`src/design/mois_pkg.sv`:
```
// ----------------------------------------------------------------------------
// mois_pkg: shared definitions for the most-overdue item scheduler
// Sizes, item period table and the stamp-memory port bundles.
// ----------------------------------------------------------------------------
`default_nettype none

package mois_pkg;

  localparam int NUM_ITEMS = 12;   // 1 .. 16
  localparam int TIME_BITS = 32;   // 16 .. 32
  localparam int IDX_W     = 4;
  localparam int MASK_W    = 12;
  localparam int SCORE_W   = 32;

  typedef logic [IDX_W-1:0]     idx_t;
  typedef logic [TIME_BITS-1:0] time_t;
  typedef logic [SCORE_W-1:0]   score_t;

  typedef struct packed {
    logic  en;
    idx_t  addr;
    time_t data;
  } ram_wr_t;

  typedef struct packed {
    logic en;
    idx_t addr;
  } ram_rd_t;

  // item period in microseconds; items beyond the table have none
  function automatic score_t period_us(input idx_t idx);
    score_t p;
    case (idx)
      4'd0:    p = 32'd300000;
      4'd1:    p = 32'd600000;
      4'd2:    p = 32'd100000;
      4'd3:    p = 32'd100000;
      4'd4:    p = 32'd100000;
      4'd5:    p = 32'd1500000;
      4'd6:    p = 32'd850000;
      4'd7:    p = 32'd850000;
      4'd8:    p = 32'd850000;
      4'd9:    p = 32'd850000;
      4'd10:   p = 32'd850000;
      4'd11:   p = 32'd850000;
      default: p = '0;
    endcase
    return p;
  endfunction

endpackage

`default_nettype wire

```
`src/design/mois_stamp_ram.sv`:
```
// ----------------------------------------------------------------------------
// mois_stamp_ram: last-send time store
// One write port, one read port, registered read data. Entries never written
// since reset read as zero via per-entry valid flags.
// ----------------------------------------------------------------------------
`default_nettype none

module mois_stamp_ram (
  input  wire logic              clk,
  input  wire logic              rst_n,
  input  wire mois_pkg::ram_wr_t wr,
  input  wire mois_pkg::ram_rd_t rd,
  output      mois_pkg::time_t   rd_data
);
  import mois_pkg::*;

  time_t                mem [NUM_ITEMS];
  logic [NUM_ITEMS-1:0] vld_r;
  time_t                rd_q_r;
  logic                 rd_vld_r;

  always_ff @(posedge clk) begin
    if (wr.en) begin
      mem[wr.addr] <= wr.data;
    end
  end

  always_ff @(posedge clk) begin
    if (!rst_n) begin
      vld_r <= '0;
    end else if (wr.en) begin
      vld_r[wr.addr] <= 1'b1;
    end
  end

  always_ff @(posedge clk) begin
    if (rd.en) begin
      rd_q_r <= mem[rd.addr];
    end
  end

  always_ff @(posedge clk) begin
    if (!rst_n) begin
      rd_vld_r <= 1'b0;
    end else if (rd.en) begin
      rd_vld_r <= vld_r[rd.addr];
    end
  end

  assign rd_data = rd_vld_r ? rd_q_r : '0;

endmodule

`default_nettype wire

```
`src/design/most_overdue_item_scheduler.sv`:
```
// ----------------------------------------------------------------------------
// most_overdue_item_scheduler: picks the most overdue ready item each tick
//
//   channel | direction | ports
//   in      | sink      | in_valid, in_ready, in_now_us, in_ready_mask, in_send_ok
//   out     | source    | out_valid, out_ready, out_sent_valid, out_sent_item,
//           |           | out_next_valid, out_next_item
//
// A word is taken only in idle, where the last scheduled item is stamped.
// A scan reads one stamp per cycle, then the score pipe drains, and the result
// is registered once the output register is free; the block then returns to
// idle for the next word. Reset clears the schedule and marks every stamp as
// zero at once. A stalled result only holds the block once the next scan is
// finished.
// ----------------------------------------------------------------------------
`default_nettype none

module most_overdue_item_scheduler (
  input  wire logic                       clk,
  input  wire logic                       rst_n,
  input  wire logic                       in_valid,
  output      logic                       in_ready,
  input  wire logic [31:0]                in_now_us,
  input  wire logic [mois_pkg::MASK_W-1:0] in_ready_mask,
  input  wire logic                       in_send_ok,
  output      logic                       out_valid,
  input  wire logic                       out_ready,
  output      logic                       out_sent_valid,
  output      mois_pkg::idx_t             out_sent_item,
  output      logic                       out_next_valid,
  output      mois_pkg::idx_t             out_next_item
);
  import mois_pkg::*;

  typedef enum logic [3:0] {
    S_IDLE  = 4'b0001,
    S_SCAN  = 4'b0010,
    S_FLUSH = 4'b0100,
    S_OUT   = 4'b1000
  } state_t;

  state_t            state_r, state_nxt;
  logic              accept, out_free, scan_last;
  idx_t              rd_idx_r;
  time_t             now_r;
  logic [MASK_W-1:0] mask_r;
  logic              sent_vld_r;
  idx_t              sent_item_r;
  logic              sched_vld_r;
  idx_t              sched_idx_r;
  ram_wr_t           wr;
  ram_rd_t           rd;
  time_t             rd_data;
  logic              p1_vld_r, p2_vld_r;
  idx_t              p1_idx_r, p2_idx_r;
  time_t             elapsed;
  score_t            score_nxt, score_r;
  logic              cand;
  logic              best_found_r;
  idx_t              best_idx_r;
  score_t            best_score_r;
  logic              out_valid_r, out_sent_valid_r, out_next_valid_r;
  idx_t              out_sent_item_r, out_next_item_r;

  assign in_ready  = (state_r == S_IDLE);
  assign accept    = in_valid && in_ready;
  assign out_free  = !out_valid_r || out_ready;
  assign scan_last = (rd_idx_r == IDX_W'(NUM_ITEMS - 1));

  // stamp the item chosen last tick, then read every entry in turn
  always_comb begin
    wr.en   = accept && sched_vld_r;
    wr.addr = sched_idx_r;
    wr.data = in_now_us[TIME_BITS-1:0];
    rd.en   = (state_r == S_SCAN);
    rd.addr = rd_idx_r;
  end

  mois_stamp_ram u_ram (
    .clk     (clk),
    .rst_n   (rst_n),
    .wr      (wr),
    .rd      (rd),
    .rd_data (rd_data)
  );

  always_comb begin
    state_nxt = state_r;
    case (state_r)
      S_IDLE:  if (accept) state_nxt = S_SCAN;
      S_SCAN:  if (scan_last) state_nxt = S_FLUSH;
      S_FLUSH: if (!p1_vld_r && !p2_vld_r) state_nxt = S_OUT;
      S_OUT:   if (out_free) state_nxt = S_IDLE;
      default: state_nxt = S_IDLE;
    endcase
  end

  always_ff @(posedge clk) begin
    if (!rst_n) begin
      state_r <= S_IDLE;
    end else begin
      state_r <= state_nxt;
    end
  end

  always_ff @(posedge clk) begin
    if (accept) begin
      rd_idx_r <= '0;
    end else if (rd.en) begin
      rd_idx_r <= rd_idx_r + 1'b1;
    end
  end

  always_ff @(posedge clk) begin
    if (accept) begin
      now_r       <= in_now_us[TIME_BITS-1:0];
      mask_r      <= in_ready_mask;
      sent_vld_r  <= sched_vld_r && in_send_ok;
      sent_item_r <= (sched_vld_r && in_send_ok) ? sched_idx_r : '0;
    end
  end

  // score = elapsed - period, wrapping signed
  assign elapsed   = now_r - rd_data;
  assign score_nxt = SCORE_W'(elapsed) - period_us(p1_idx_r);

  always_ff @(posedge clk) begin
    if (!rst_n) begin
      p1_vld_r <= 1'b0;
      p2_vld_r <= 1'b0;
    end else begin
      p1_vld_r <= rd.en;
      p2_vld_r <= p1_vld_r;
    end
  end

  always_ff @(posedge clk) begin
    p1_idx_r <= rd_idx_r;
    p2_idx_r <= p1_idx_r;
    score_r  <= score_nxt;
  end

  assign cand = p2_vld_r && (32'(p2_idx_r) < MASK_W) && mask_r[p2_idx_r];

  // strict compare in ascending order keeps the lower index on a tie
  always_ff @(posedge clk) begin
    if (!rst_n) begin
      best_found_r <= 1'b0;
      best_idx_r   <= '0;
    end else if (accept) begin
      best_found_r <= 1'b0;
      best_idx_r   <= '0;
    end else if (cand && (!best_found_r || $signed(score_r) > $signed(best_score_r))) begin
      best_found_r <= 1'b1;
      best_idx_r   <= p2_idx_r;
    end
  end

  always_ff @(posedge clk) begin
    if (cand && (!best_found_r || $signed(score_r) > $signed(best_score_r))) begin
      best_score_r <= score_r;
    end
  end

  always_ff @(posedge clk) begin
    if (!rst_n) begin
      sched_vld_r <= 1'b0;
      sched_idx_r <= '0;
    end else if (state_r == S_OUT && out_free) begin
      sched_vld_r <= best_found_r;
      sched_idx_r <= best_idx_r;
    end
  end

  always_ff @(posedge clk) begin
    if (!rst_n) begin
      out_valid_r <= 1'b0;
    end else if (state_r == S_OUT && out_free) begin
      out_valid_r <= 1'b1;
    end else if (out_ready) begin
      out_valid_r <= 1'b0;
    end
  end

  always_ff @(posedge clk) begin
    if (state_r == S_OUT && out_free) begin
      out_sent_valid_r <= sent_vld_r;
      out_sent_item_r  <= sent_item_r;
      out_next_valid_r <= best_found_r;
      out_next_item_r  <= best_idx_r;
    end
  end

  assign out_valid      = out_valid_r;
  assign out_sent_valid = out_sent_valid_r;
  assign out_sent_item  = out_sent_item_r;
  assign out_next_valid = out_next_valid_r;
  assign out_next_item  = out_next_item_r;

`ifndef SYNTH
  a_idle_pipe_empty: assert property (@(posedge clk) disable iff (!rst_n)
    (state_r == S_IDLE) |-> (!p1_vld_r && !p2_vld_r))
    else $error("read pipeline busy while idle");

  a_stamp_in_idle: assert property (@(posedge clk) disable iff (!rst_n)
    wr.en |-> (state_r == S_IDLE) && !rd.en)
    else $error("stamp write outside the accept cycle");

  a_sched_range: assert property (@(posedge clk) disable iff (!rst_n)
    sched_vld_r |-> (32'(sched_idx_r) < NUM_ITEMS))
    else $error("scheduled index out of range");

  a_next_zero: assert property (@(posedge clk) disable iff (!rst_n)
    (out_valid && !out_next_valid) |-> (out_next_item == '0))
    else $error("next item not zero when nothing scheduled");

  a_sent_matches: assert property (@(posedge clk) disable iff (!rst_n)
    (state_r == S_OUT && out_free) |=> (!out_sent_valid || $past(sched_vld_r, 1) ||
                                        out_sent_item == '0))
    else $error("sent item without a schedule");
`endif

endmodule

`default_nettype wire

```
`config.mk`:
```
export PLATFORM = sky130hd
export DESIGN_NAME = most_overdue_item_scheduler
export DESIGN_NICKNAME = d
export VERILOG_FILES = /design/src/design/mois_pkg.sv /design/src/design/mois_stamp_ram.sv /design/src/design/most_overdue_item_scheduler.sv
export SDC_FILE = /design/constraint.sdc
export NUM_CORES = 1
export LEC_CHECK = 0
export ABC_AREA = 1
export BUFFER_PORTS_ARGS = -buffer_cell sky130_fd_sc_hd__buf_2
export CAP_MARGIN = 30
export CORE_MARGIN = 2
export CORE_UTILIZATION = 40
export CTS_BUF_LIST = sky130_fd_sc_hd__clkbuf_8
export DETAILED_ROUTE_END_ITERATION = 12
export REMOVE_ABC_BUFFERS = 1
export SLEW_MARGIN = 30
export SYNTH_ARGS = -nofsm -noshare
export SYNTH_HDL_FRONTEND = slang
export SYNTH_SLANG_ARGS = --single-unit
export TNS_END_PERCENT = 20
```
`constraint.sdc`:
```
create_clock -name clk -period 3.33 [get_ports clk]
set_clock_uncertainty 0.05 [all_clocks]
set_input_delay 0.4995 -clock clk [delete_from_list [all_inputs] [get_ports clk]]
set_output_delay 0.4995 -clock clk [all_outputs]
set_load 0.02 [all_outputs]
```
==> results of run 1 <==
## cells by family (layout without fill, tap and decap cells)
family,count (synthesis),in the layout,share of synthesized area [%]
simple gates,614,614,9.86
flops,595,595,68.8
compound gates,451,451,10.4
buf+inv,267,475,4.23
fa+ha+maj,99,99,5.56
xor+xnor,32,32,1.13
other cells,0,2,0
## how the worst min path moves through the flow
stage / slack, ns / depth (start not counted) / endpoint
after floorplan: 0.26 / 0 / p2_idx_r[0]$_DFF_P_
after global placement: 0.26 / 0 / p2_idx_r[2]$_DFF_P_
after detailed placement: 0.26 / 0 / p2_idx_r[1]$_DFF_P_
after CTS: 0.01 / 2 / state_r[0]$_SDFFE_PN1P_
after global routing: 0.05 / 2 / state_r[0]$_SDFFE_PN1P_
final: 0.07 / 2 / state_r[0]$_SDFFE_PN1P_
## final cells by class
| cell class | count | area (um2) |
|---|---|---|
| clock inverter | 72 | 413 |
| inverter | 187 | 707 |
| fill | 5455 | 33100 |
| clock buffer | 101 | 1390 |
| sequential | 595 | 17000 |
| multi-input combinational | 1196 | 6770 |
| timing repair buffer | 115 | 968 |
| antenna | 2 | 5.00 |
| tap | 790 | 988 |
## cell usage after synthesis, types with 8 or more instances
library cell  number
a21oi_1           77
a31oi_1           11
a32o_1             9
buf_2             30
clkbuf_1          48
dfxtp_1           88
edfxtp_1         507
fa_1              18
ha_1              81
inv_1            180
nand2_1          203
nand2_2           15
nand3_1           21
nand4_1           10
nor2_1           347
nor3_1             8
o21ai_0          242
o22ai_1           59
xor2_1            26
## flip-flops by register name (all words and copies together) (netlist names), 4 cells and up, named ones only
name / cells
u_ram.mem: 384
best_score_r: 32
now_r: 32
score_r: 32
u_ram.rd_q_r: 32
mask_r: 12
u_ram.vld_r: 12
best_idx_r: 4
out_next_item: 4
out_sent_item: 4
p1_idx_r: 4
p2_idx_r: 4
rd_idx_r: 4
sched_idx_r: 4
sent_item_r: 4
state_r: 4
## power by group through the flow
stage                     Sequential [mW]  Combinational (mW)  Clock [mW]
after floorplan                      9.04                2.65           0
after global placement               9.03                3.98           0
after detailed placement             9.04                4.02           0
after CTS                            8.89                4.05        6.07
after global routing                 8.93                4.56        6.38
final                                8.88                4.03        5.91
## cell usage in the layout (no fill, tap or decap), drive strengths merged, types with 3 or more instances in the layout
master,instances
a21o,6
a21oi,81
a31oi,11
a32o,9
a41oi,7
buf,103
bufinv,3
clkbuf,101
clkinv,34
clkinvlp,4
dfxtp,88
dlygate4sd3,12
edfxtp,507
fa,18
ha,81
inv,218
nand2,218
nand3,22
nand4,10
nor2,350
nor3,9
nor4,3
o211ai,3
o21a,5
o21ai,249
o21bai,4
o221ai,7
o22ai,59
xnor2,6
xor2,26
## through the flow
stage               power (mW)  utilization (%)
finish                    18.8             46.0
global route              19.9             46.0
CTS                       19.0             46.0
detailed placement        13.1             42.9
global placement          13.0             42.9
floorplan                 11.7                -
## metal layers
layer / GRT usage [%] / part of all wire [%]
met5: 0 / 0.017
met4: 7.12 / 2.8
met3: 3.24 / 6.1
met2: 30.5 / 47
met1: 25.2 / 44
## critical path, delay by kind of cell, from the launching register on
family / cells / cell delay (ns)
adders and majority gates: 2 / 0.85
AOI/OAI and AO/OA: 4 / 0.83
DFF: 1 / 0.47
and+or+nand+nor: 3 / 0.27
buffers and inverters: 1 / 0.21
xor gates and xnor gates: 1 / 0.16
## timing repair
item | 4_1_cts | 5_1_grt
setup endpoints to repair | 0 | 0
hold buffers | 12 | 0
resized for setup | 0 | 0
hold endpoints to repair | 12 | 0
==> results.json, run 1 <==
{
  "synthToLayoutAreaGrowth_pct": 14.3,
  "drtPass1Iterations": 7,
  "h-tree-depth": 3,
  "hold_class": "input pin to flop",
  "path_cells": "buf_12 > nand2_1 > fa_1 > ha_1 > nand2_1 > nand2_1 > a31oi_1 > o21ai_0 > a221oi_1 > o21ai_0 > xor2_1",
  "p_sw_mw": 5.74,
  "via_count": 15800,
  "pwr-share-comb_pct": 21.4,
  "design_area_um2": 28200,
  "drive_above_1_share_pct": 12.5,
  "drt-total-wl_mm": 59.4,
  "crit_type": "flop to flop",
  "whs_ns": 0.0732,
  "power_frac_seq_pct": 47.2,
  "wl_per_cell_um": 19.4,
  "rows": 91,
  "power_density_nw_per_um2": 667,
  "netSwitchingFraction_pct": 30.5,
  "setup_viol": 0,
  "worstHoldStart": "rst_n",
  "die_h_um": 252,
  "reg2reg_slack_ns": 0.37,
  "via_per_inst": 5.15,
  "synth.distinct_cells": 48,
  "dieArea_um2": 63700,
  "p_leak_nw": 10.4,
  "setup_slack_ns": 0.374,
  "finalNonFillerCells": 3058,
  "final_nets": 2337,
  "path_common_cell": "nand2_1",
  "grt_pass1_wl_mm": 91.1,
  "synth_area_um2": 24700,
  "track_usage_pct": 18.8,
  "ys.flop_type": "edfxtp_1",
  "insertion_delay_ns": 0.68,
  "finalHoldViolations": 0,
  "grt_max_degree": 127,
  "cts_tree": "built",
  "max_cap_violations": 0,
  "hpwl_mm": 35.9,
  "antenna_found_initial": 3,
  "critPathLaunchType": "flop",
  "cts_buffer_depth": 3,
  "path_clk_slew_ns": 0.06,
  "postRouteAntennaNets": 0,
  "cts-root-buf": "clkbuf_8",
  "clock-sinks": 595,
  "synth_cells": 2058,
  "overflow": 0,
  "drt-initial-drc-count": 1088,
  "place_ws_ns": 0.373,
  "slowest_delay_ns": 0.47,
  "cp_max_fo": 27,
  "max_slew_margin_pct": 53.7,
  "start_util_pct": 40.2,
  "place.gp.congestion": 0.863,
  "rr_endpoint": "score_r[27]$_DFF_P_",
  "grt_pass1_vias": 15600,
  "synth_edf_count": 507,
  "synth_top_cell_area_share_pct": 61.6,
  "cts_setup_buffers": 0,
  "yosysWarnings": 0,
  "die_w_um": 252,
  "io_pins": 61,
  "period_share_pct": 88.8,
  "route.detailed.drc": 0,
  "crit_slowest_cell": "dfxtp_1",
  "crit_start": "u_ram.rd_vld_r$_SDFFE_PN0P_",
  "rsz0062_at_grt": "no",
  "status": "complete, no violations",
  "drv_slew": 0,
  "synth-seq-cells": 595,
  "dp_cells": 2871,
  "reg2regPathDepth": 11,
  "clkPwrFrac_pct": 31.4,
  "ys_seq_area_share_pct": 68.8,
  "tightest_slew_ns": 0.694,
  "numCtsBuffers": 94,
  "required_ns": 3.84,
  "fp.coreArea_um2": 61400,
  "intPower_mw": 13.1,
  "fmax_mhz": 338,
  "rr_startpoint": "u_ram.rd_vld_r$_SDFFE_PN0P_",
  "layout_min_cycle_time_ns": 2.96,
  "synth_area_leader_cell": "edfxtp_1",
  "arrival_ns": 3.46,
  "syn_area_per_cell_um2": 12.0,
  "async_reset_ff_share_pct": 0,
  "yosys-top-cells-area": "edfxtp_1, dfxtp_1, nor2_1",
  "cp-end-kind": "flop",
  "tns_ns": 0,
  "cp-endpoint": "score_r[27]$_DFF_P_",
  "place_area_um2": 26300,
  "peakVddDrop_uv": 342,
  "port_buffers": 60
}
No activity file was read; power rests on OpenSTA's default activity.
==> run 2: changes to the inputs <==
--- a/config.mk
+++ b/config.mk
@@ -12,6 +12,7 @@
 export CORE_UTILIZATION = 40
 export CTS_BUF_LIST = sky130_fd_sc_hd__clkbuf_8
 export DETAILED_ROUTE_END_ITERATION = 12
+export PLACE_DENSITY = 0.53
 export REMOVE_ABC_BUFFERS = 1
 export SLEW_MARGIN = 30
 export SYNTH_ARGS = -nofsm -noshare
==> results.json, run 2 (synthesis gave the netlist of run 1 again) <==
{
  "io_pins": 61,
  "postRouteAntennaNets": 0,
  "fmax_mhz": 349,
  "cts_tree": "built",
  "topRoutingLayerUsed": "met5",
  "via_count": 15800,
  "drt-initial-drc-count": 1118,
  "insertion_delay_ns": 0.69,
  "p_leak_nw": 10.4,
  "rr_startpoint": "u_ram.rd_vld_r$_SDFFE_PN0P_",
  "overflow": 0,
  "period_share_pct": 86.0,
  "met1Wirelength_mm": 28.0,
  "track_usage_pct": 19.4,
  "intPower_mw": 13.2,
  "h-tree-depth": 3,
  "synthToLayoutAreaGrowth_pct": 14.4,
  "numCtsBuffers": 99,
  "hold_class": "input pin to flop",
  "drtPass1Iterations": 5,
  "finalNonFillerCells": 3060,
  "final_cell_mix": "edfxtp_1, nor2_1, o21ai_0, inv_1, nand2_1",
  "final_nets": 2343,
  "netSwitchingFraction_pct": 30.4,
  "slowest_delay_ns": 0.46,
  "max_slew_margin_pct": 53.0,
  "regMostFlops": "u_ram.mem",
  "finalHoldViolations": 0,
  "antenna_found_initial": 4,
  "required_ns": 3.84,
  "clock-sinks": 595,
  "rows": 91,
  "cp_max_fo": 33,
  "wl_met3_mm": 3.55,
  "tightest_slew_ns": 0.705,
  "drive_above_1_share_pct": 12.7,
  "power_density_nw_per_um2": 670,
  "crit_type": "flop to flop",
  "worstHoldStart": "rst_n",
  "wl_per_cell_um": 20.1,
  "rr_endpoint": "score_r[27]$_DFF_P_",
  "port_buffers": 60,
  "peakVddDrop_uv": 295,
  "route.met2.wl_mm": 28.2,
  "power_frac_seq_pct": 46.9,
  "holdPathStages": 2,
  "cts_buffer_depth": 3,
  "route.detailed.drc": 0,
  "dp_cells": 2872,
  "reg2regPathDepth": 11,
  "whs_endpoint": "state_r[0]$_SDFFE_PN1P_",
  "path_common_cell": "nand2_1",
  "critPathLaunchType": "flop",
  "arrival_ns": 3.38,
  "start_util_pct": 40.2,
  "reg2reg_slack_ns": 0.47,
  "cts-root-buf": "clkbuf_8",
  "setup_viol": 0,
  "hpwl_mm": 37.3,
  "place.gp.congestion": 0.851,
  "drv_slew": 0,
  "grt_max_degree": 95,
  "final_common_cell": "edfxtp_1",
  "rsz0062_at_grt": "no",
  "largest_register_ffs": 384,
  "max_cap_violations": 0,
  "clkPwrFrac_pct": 31.9,
  "die_w_um": 252,
  "path_cells": "buf_12 > nand2_1 > fa_1 > ha_1 > nand2_1 > nand2_1 > a31oi_1 > o21ai_0 > a221oi_1 > o21ai_0 > xor2_1",
  "die_h_um": 252,
  "fp.coreArea_um2": 61400,
  "pwr-share-comb_pct": 21.1,
  "dieArea_um2": 63700,
  "drt-total-wl_mm": 61.6,
  "status": "complete, no violations",
  "power_mw": 18.9,
  "via_per_inst": 5.16,
  "crit_slowest_cell": "fa_1",
  "cp-end-kind": "flop",
  "path_clk_slew_ns": 0.06,
  "layout_min_cycle_time_ns": 2.86,
  "p_sw_mw": 5.76,
  "grt_pass1_wl_mm": 93.0,
  "grt_pass1_vias": 15500
}
## run 2: changes by cell type in the layout (fill, tap and decap cells not counted), moves of 2 or more
cell	previous run	this run
buf_4	25	28
clkinv_2	13	15
clkbuf_8	101	105
clkinvlp_4	4	2
clkinv_1	20	18
buf_12	18	16
## run 2: worst max-delay path by stage
stage                                startpoint                          to  slack, ns  cells after the start
finish              u_ram.rd_vld_r$_SDFFE_PN0P_         score_r[27]$_DFF_P_       0.47                     11
global route        u_ram.rd_vld_r$_SDFFE_PN0P_         score_r[27]$_DFF_P_       0.25                     11
detailed placement  u_ram.rd_vld_r$_SDFFE_PN0P_         score_r[27]$_DFF_P_       0.47                     11
floorplan              rd_idx_r[0]$_SDFFE_PP0P_  u_ram.rd_q_r[31]$_DFFE_PP_      -4.77                      5
global placement    u_ram.rd_vld_r$_SDFFE_PN0P_         score_r[27]$_DFF_P_       0.53                     11
CTS                 u_ram.rd_vld_r$_SDFFE_PN0P_         score_r[27]$_DFF_P_       0.48                     11
## run 2: worst max-delay path, delay by kind of cell (launching register included)
kind | cells | cell delay, ns
AO/OA/AOI/OAI | 4 | 0.88
adder cells (fa/ha/maj) | 2 | 0.84
XOR/XNOR | 1 | 0.15
AND/OR/NAND/NOR | 3 | 0.27
buffers and inverters | 1 | 0.19
flip-flops | 1 | 0.36
## run 2: what timing repair did
item / in CTS / in global routing
endpoints found under the hold margin: 12 / 0
hold buffers: 12 / 0
resized for setup: 0 / 0
buffers inserted: 0 / 0
## run 2: layer usage
layer	vias to the layer above	track usage, %
met1	7687	26.9
met5	-	0
li1	7520	-
met2	472	30.6
met4	2	7.44
met3	99	3.45
## run 2: per-stage QoR
step / util, % / setup TNS (ns) / worst slack (ns) / area, um2 / hold slack [ns]
after floorplan: - / -209.15 / -4.77 / 24400 / 0.260
after global placement: 42.8 / 0 / 0.531 / 26300 / 0.262
after detailed placement: 42.8 / 0 / 0.467 / 26300 / 0.262
after CTS: 46.0 / 0 / 0.478 / 28300 / 0.00799
after global routing: 46.0 / 0 / 0.252 / 28300 / 0.0386
final: 46.0 / 0 / 0.465 / 28300 / 0.0701
## run 2: power by group through the flow
stage / Combinational, mW / Sequential [mW] / Clock [mW]
after floorplan: 2.65 / 9.04 / 0
after global placement: 3.99 / 9.03 / 0
after detailed placement: 4.01 / 9.04 / 0
after CTS: 4.05 / 8.89 / 6.22
after global routing: 4.56 / 8.93 / 6.53
final: 4.00 / 8.88 / 6.05
## run 2: final cells by class
| class | count | area (um2) |
|---|---|---|
| Antenna cell | 1 | 2.50 |
| Clock buffer | 105 | 1450 |
| Clock inverter | 70 | 405 |
| Fill cell | 5609 | 33100 |
| Inverter | 187 | 707 |
| Multi-Input combinational cell | 1196 | 6770 |
| Sequential cell | 595 | 17000 |
| Tap cell | 790 | 988 |
| Timing Repair Buffer | 116 | 951 |
==> run 3: changes to the inputs <==
--- a/config.mk
+++ b/config.mk
@@ -14,8 +14,11 @@
 export DETAILED_ROUTE_END_ITERATION = 12
 export PLACE_DENSITY = 0.53
 export REMOVE_ABC_BUFFERS = 1
+export SKIP_CTS_REPAIR_TIMING = 1
+export SKIP_LAST_GASP = 1
 export SLEW_MARGIN = 30
 export SYNTH_ARGS = -nofsm -noshare
 export SYNTH_HDL_FRONTEND = slang
+export SYNTH_HIERARCHICAL = 1
 export SYNTH_SLANG_ARGS = --single-unit
 export TNS_END_PERCENT = 20
==> results.json, run 3 <==
{
  "die_h_um": 256,
  "via_per_inst": 4.96,
  "via_count": 16100,
  "ys.flop_type": "edfxtp_1",
  "worstHoldStart": "out_ready",
  "yosysWarnings": 6,
  "rr_endpoint": "score_r[24]$_DFF_P_",
  "place_area_um2": 26800,
  "reg2regPathDepth": 18,
  "syn_area_per_cell_um2": 11.5,
  "wl_per_cell_um": 18.8,
  "cts_tree": "built",
  "synth_area_um2": 25300,
  "synth.most_common_cell": "edfxtp_1",
  "port_buffers": 60,
  "antenna_found_initial": 3,
  "drtPass1Iterations": 5,
  "synthTopCellsByCount": "edfxtp_1, nor2_1, inv_1",
  "setup_slack_ns": 0.391,
  "max_cap_violations": 0,
  "rsz0062_at_grt": "no",
  "cts-root-buf": "clkbuf_8",
  "design_area_um2": 28900,
  "drt-total-wl_mm": 61.2,
  "critPathLaunchType": "flop",
  "synthToLayoutAreaGrowth_pct": 14.2,
  "crit_start": "u_ram/rd_vld_r$_SDFFE_PN0P_",
  "period_share_pct": 88.3,
  "synth-seq-cells": 595,
  "max_slew_margin_pct": 42.3,
  "power_density_nw_per_um2": 808,
  "async_reset_ff_share_pct": 0,
  "grt_max_degree": 224,
  "drv_slew": 0,
  "cp-end-kind": "flop",
  "peakVddDrop_uv": 462,
  "grt_pass1_wl_mm": 94.6,
  "die_w_um": 256,
  "arrival_ns": 3.47,
  "cp_max_fo": 23,
  "cts_buffer_depth": 3,
  "numCtsBuffers": 98,
  "largest_register_ffs": 384,
  "final_cell_mix": "edfxtp_1, nor2_1, inv_1, nand2_1, o21ai_0",
  "fmax_mhz": 340,
  "grt_pass1_vias": 16200,
  "p_leak_nw": 11.0,
  "required_ns": 3.87,
  "ys_seq_area_share_pct": 67.1,
  "io_pins": 61,
  "final_common_cell": "edfxtp_1",
  "start_util_pct": 40.3,
  "tightest_slew_ns": 0.865,
  "holdPathStages": 4,
  "clock-sinks": 595,
  "fin_util_pct": 46.0,
  "synth_edf_count": 507,
  "drt-initial-drc-count": 1191,
  "place.gp.congestion": 0.805,
  "hold_class": "input pin to flop",
  "crit_type": "flop to flop",
  "h-tree-depth": 3,
  "hpwl_mm": 35.9,
  "layout_min_cycle_time_ns": 2.94,
  "synth.distinct_cells": 46,
  "path_clk_slew_ns": 0.06,
  "track_usage_pct": 18.8,
  "setup_viol": 0,
  "insertion_delay_ns": 0.69,
  "place_ws_ns": 0.429,
  "dieArea_um2": 65300,
  "regMostFlops": "u_ram/mem",
  "postRouteAntennaNets": 0,
  "whs_endpoint": "out_valid$_SDFFE_PN0P_",
  "yosys-top-cells-area": "edfxtp_1, dfxtp_1, nor2_1",
  "synth_top_cell_area_share_pct": 60.2,
  "rows": 92,
  "overflow": 0,
  "status": "complete, no violations",
  "drive_above_1_share_pct": 12.0,
  "rr_startpoint": "u_ram/rd_vld_r$_SDFFE_PN0P_",
  "route.detailed.drc": 0,
  "final_nets": 2474,
  "reg2reg_slack_ns": 0.39,
  "synth_cells": 2200,
  "finalHoldViolations": 0,
  "fp.coreArea_um2": 62900,
  "synth_area_leader_cell": "edfxtp_1"
}
==> run 3: cell count changes in the layout (fill, tap and decap cells not counted), moves of 9 or more <==
cell      change
o21ai_0      -52
o211ai_1     +30
a32o_1        -9
buf_4        -11
o22ai_1      -24
nand3_1      +77
inv_1        +81
nand2_1      +35
o21ai_1      +36
==> run 3: worst max path at each step <==
stage	slack (ns)	endpoint
floorplan	-4.33	u_ram/mem[9][0]$_DFFE_PP_
CTS	0.41	score_r[24]$_DFF_P_
detailed placement	0.43	score_r[24]$_DFF_P_
finish	0.39	score_r[24]$_DFF_P_
global route	0.09	score_r[24]$_DFF_P_
global placement	0.42	flop
==> run 3: stage by stage <==
step | hold WS [ns] | setup TNS [ns] | std cells | power, mW
final | 0.116 | 0 | 3250 | 23.4
after CTS | -0.128 | 0 | 3236 | 23.6
after detailed placement | 0.263 | 0 | 3059 | 17.2
after floorplan | 0.260 | -1900.08 | 2116 | 14.9
after global routing | 0.0970 | 0 | 3250 | 25.0
after global placement | 0.263 | 0 | 3059 | 17.2
==> run 3: area by class of cell <==
class | count | area [um2]
tap | 846 | 1060
clock buffer | 109 | 1500
timing repair buffer | 110 | 976
multi-input combinational | 1251 | 6920
sequential | 595 | 17000
clock inverter | 68 | 428
antenna | 1 | 2.50
inverter | 270 | 1020
fill | 5907 | 34000
==> run 3: layer usage <==
| metal | vias up | track usage [%] | routed length, um |
|---|---|---|---|
| met2 | 412 | 30.3 | 28500 |
| met3 | 70 | 3.46 | 3590 |
| met5 | - | 0 | 11 |
| li1 | 7821 | - | - |
| met1 | 7816 | 26.0 | 28200 |
| met4 | 2 | 5.49 | 922 |
==> run 3: cell families after synthesis <==
group                    after synthesis  synth area share, %
buffers and inverters                354                 5.79
AO/OA/AOI/OAI                        408                 9.10
adder cells (fa/ha/maj)               99                 5.43
flip-flops                           595                 67.1
AND/OR/NAND/NOR                      713                 11.5
XOR/XNOR                              31                 1.07
==> run 3: worst max-delay path: stages (launching register included) <==
cell and delay, ns:
dfxtp_1 0.38, buf_12 0.17, nand2_1 0.07, inv_1 0.06
inv_1 0.05, fa_1 0.44, ha_1 0.36, a21oi_1 0.24
o21ai_1 0.12, a21oi_2 0.20, o21ai_2 0.09, nand2_1 0.08
nand3_1 0.06, o21ai_1 0.18, inv_2 0.06, nand2_1 0.08
nand2_1 0.05, nand2_1 0.05, nand2_1 0.04
==> run 3: power breakdown <==
part | internal, mW | total (mW) | leakage (nW) | switching, mW
sequential | 9.04 | 9.38 | 5.32 | 0.341
clock | 3.45 | 6.27 | 1.12 | 2.82
combinational | 2.61 | 7.71 | 4.60 | 5.11
total | 15.1 | 23.4 | 11.0 | 8.27
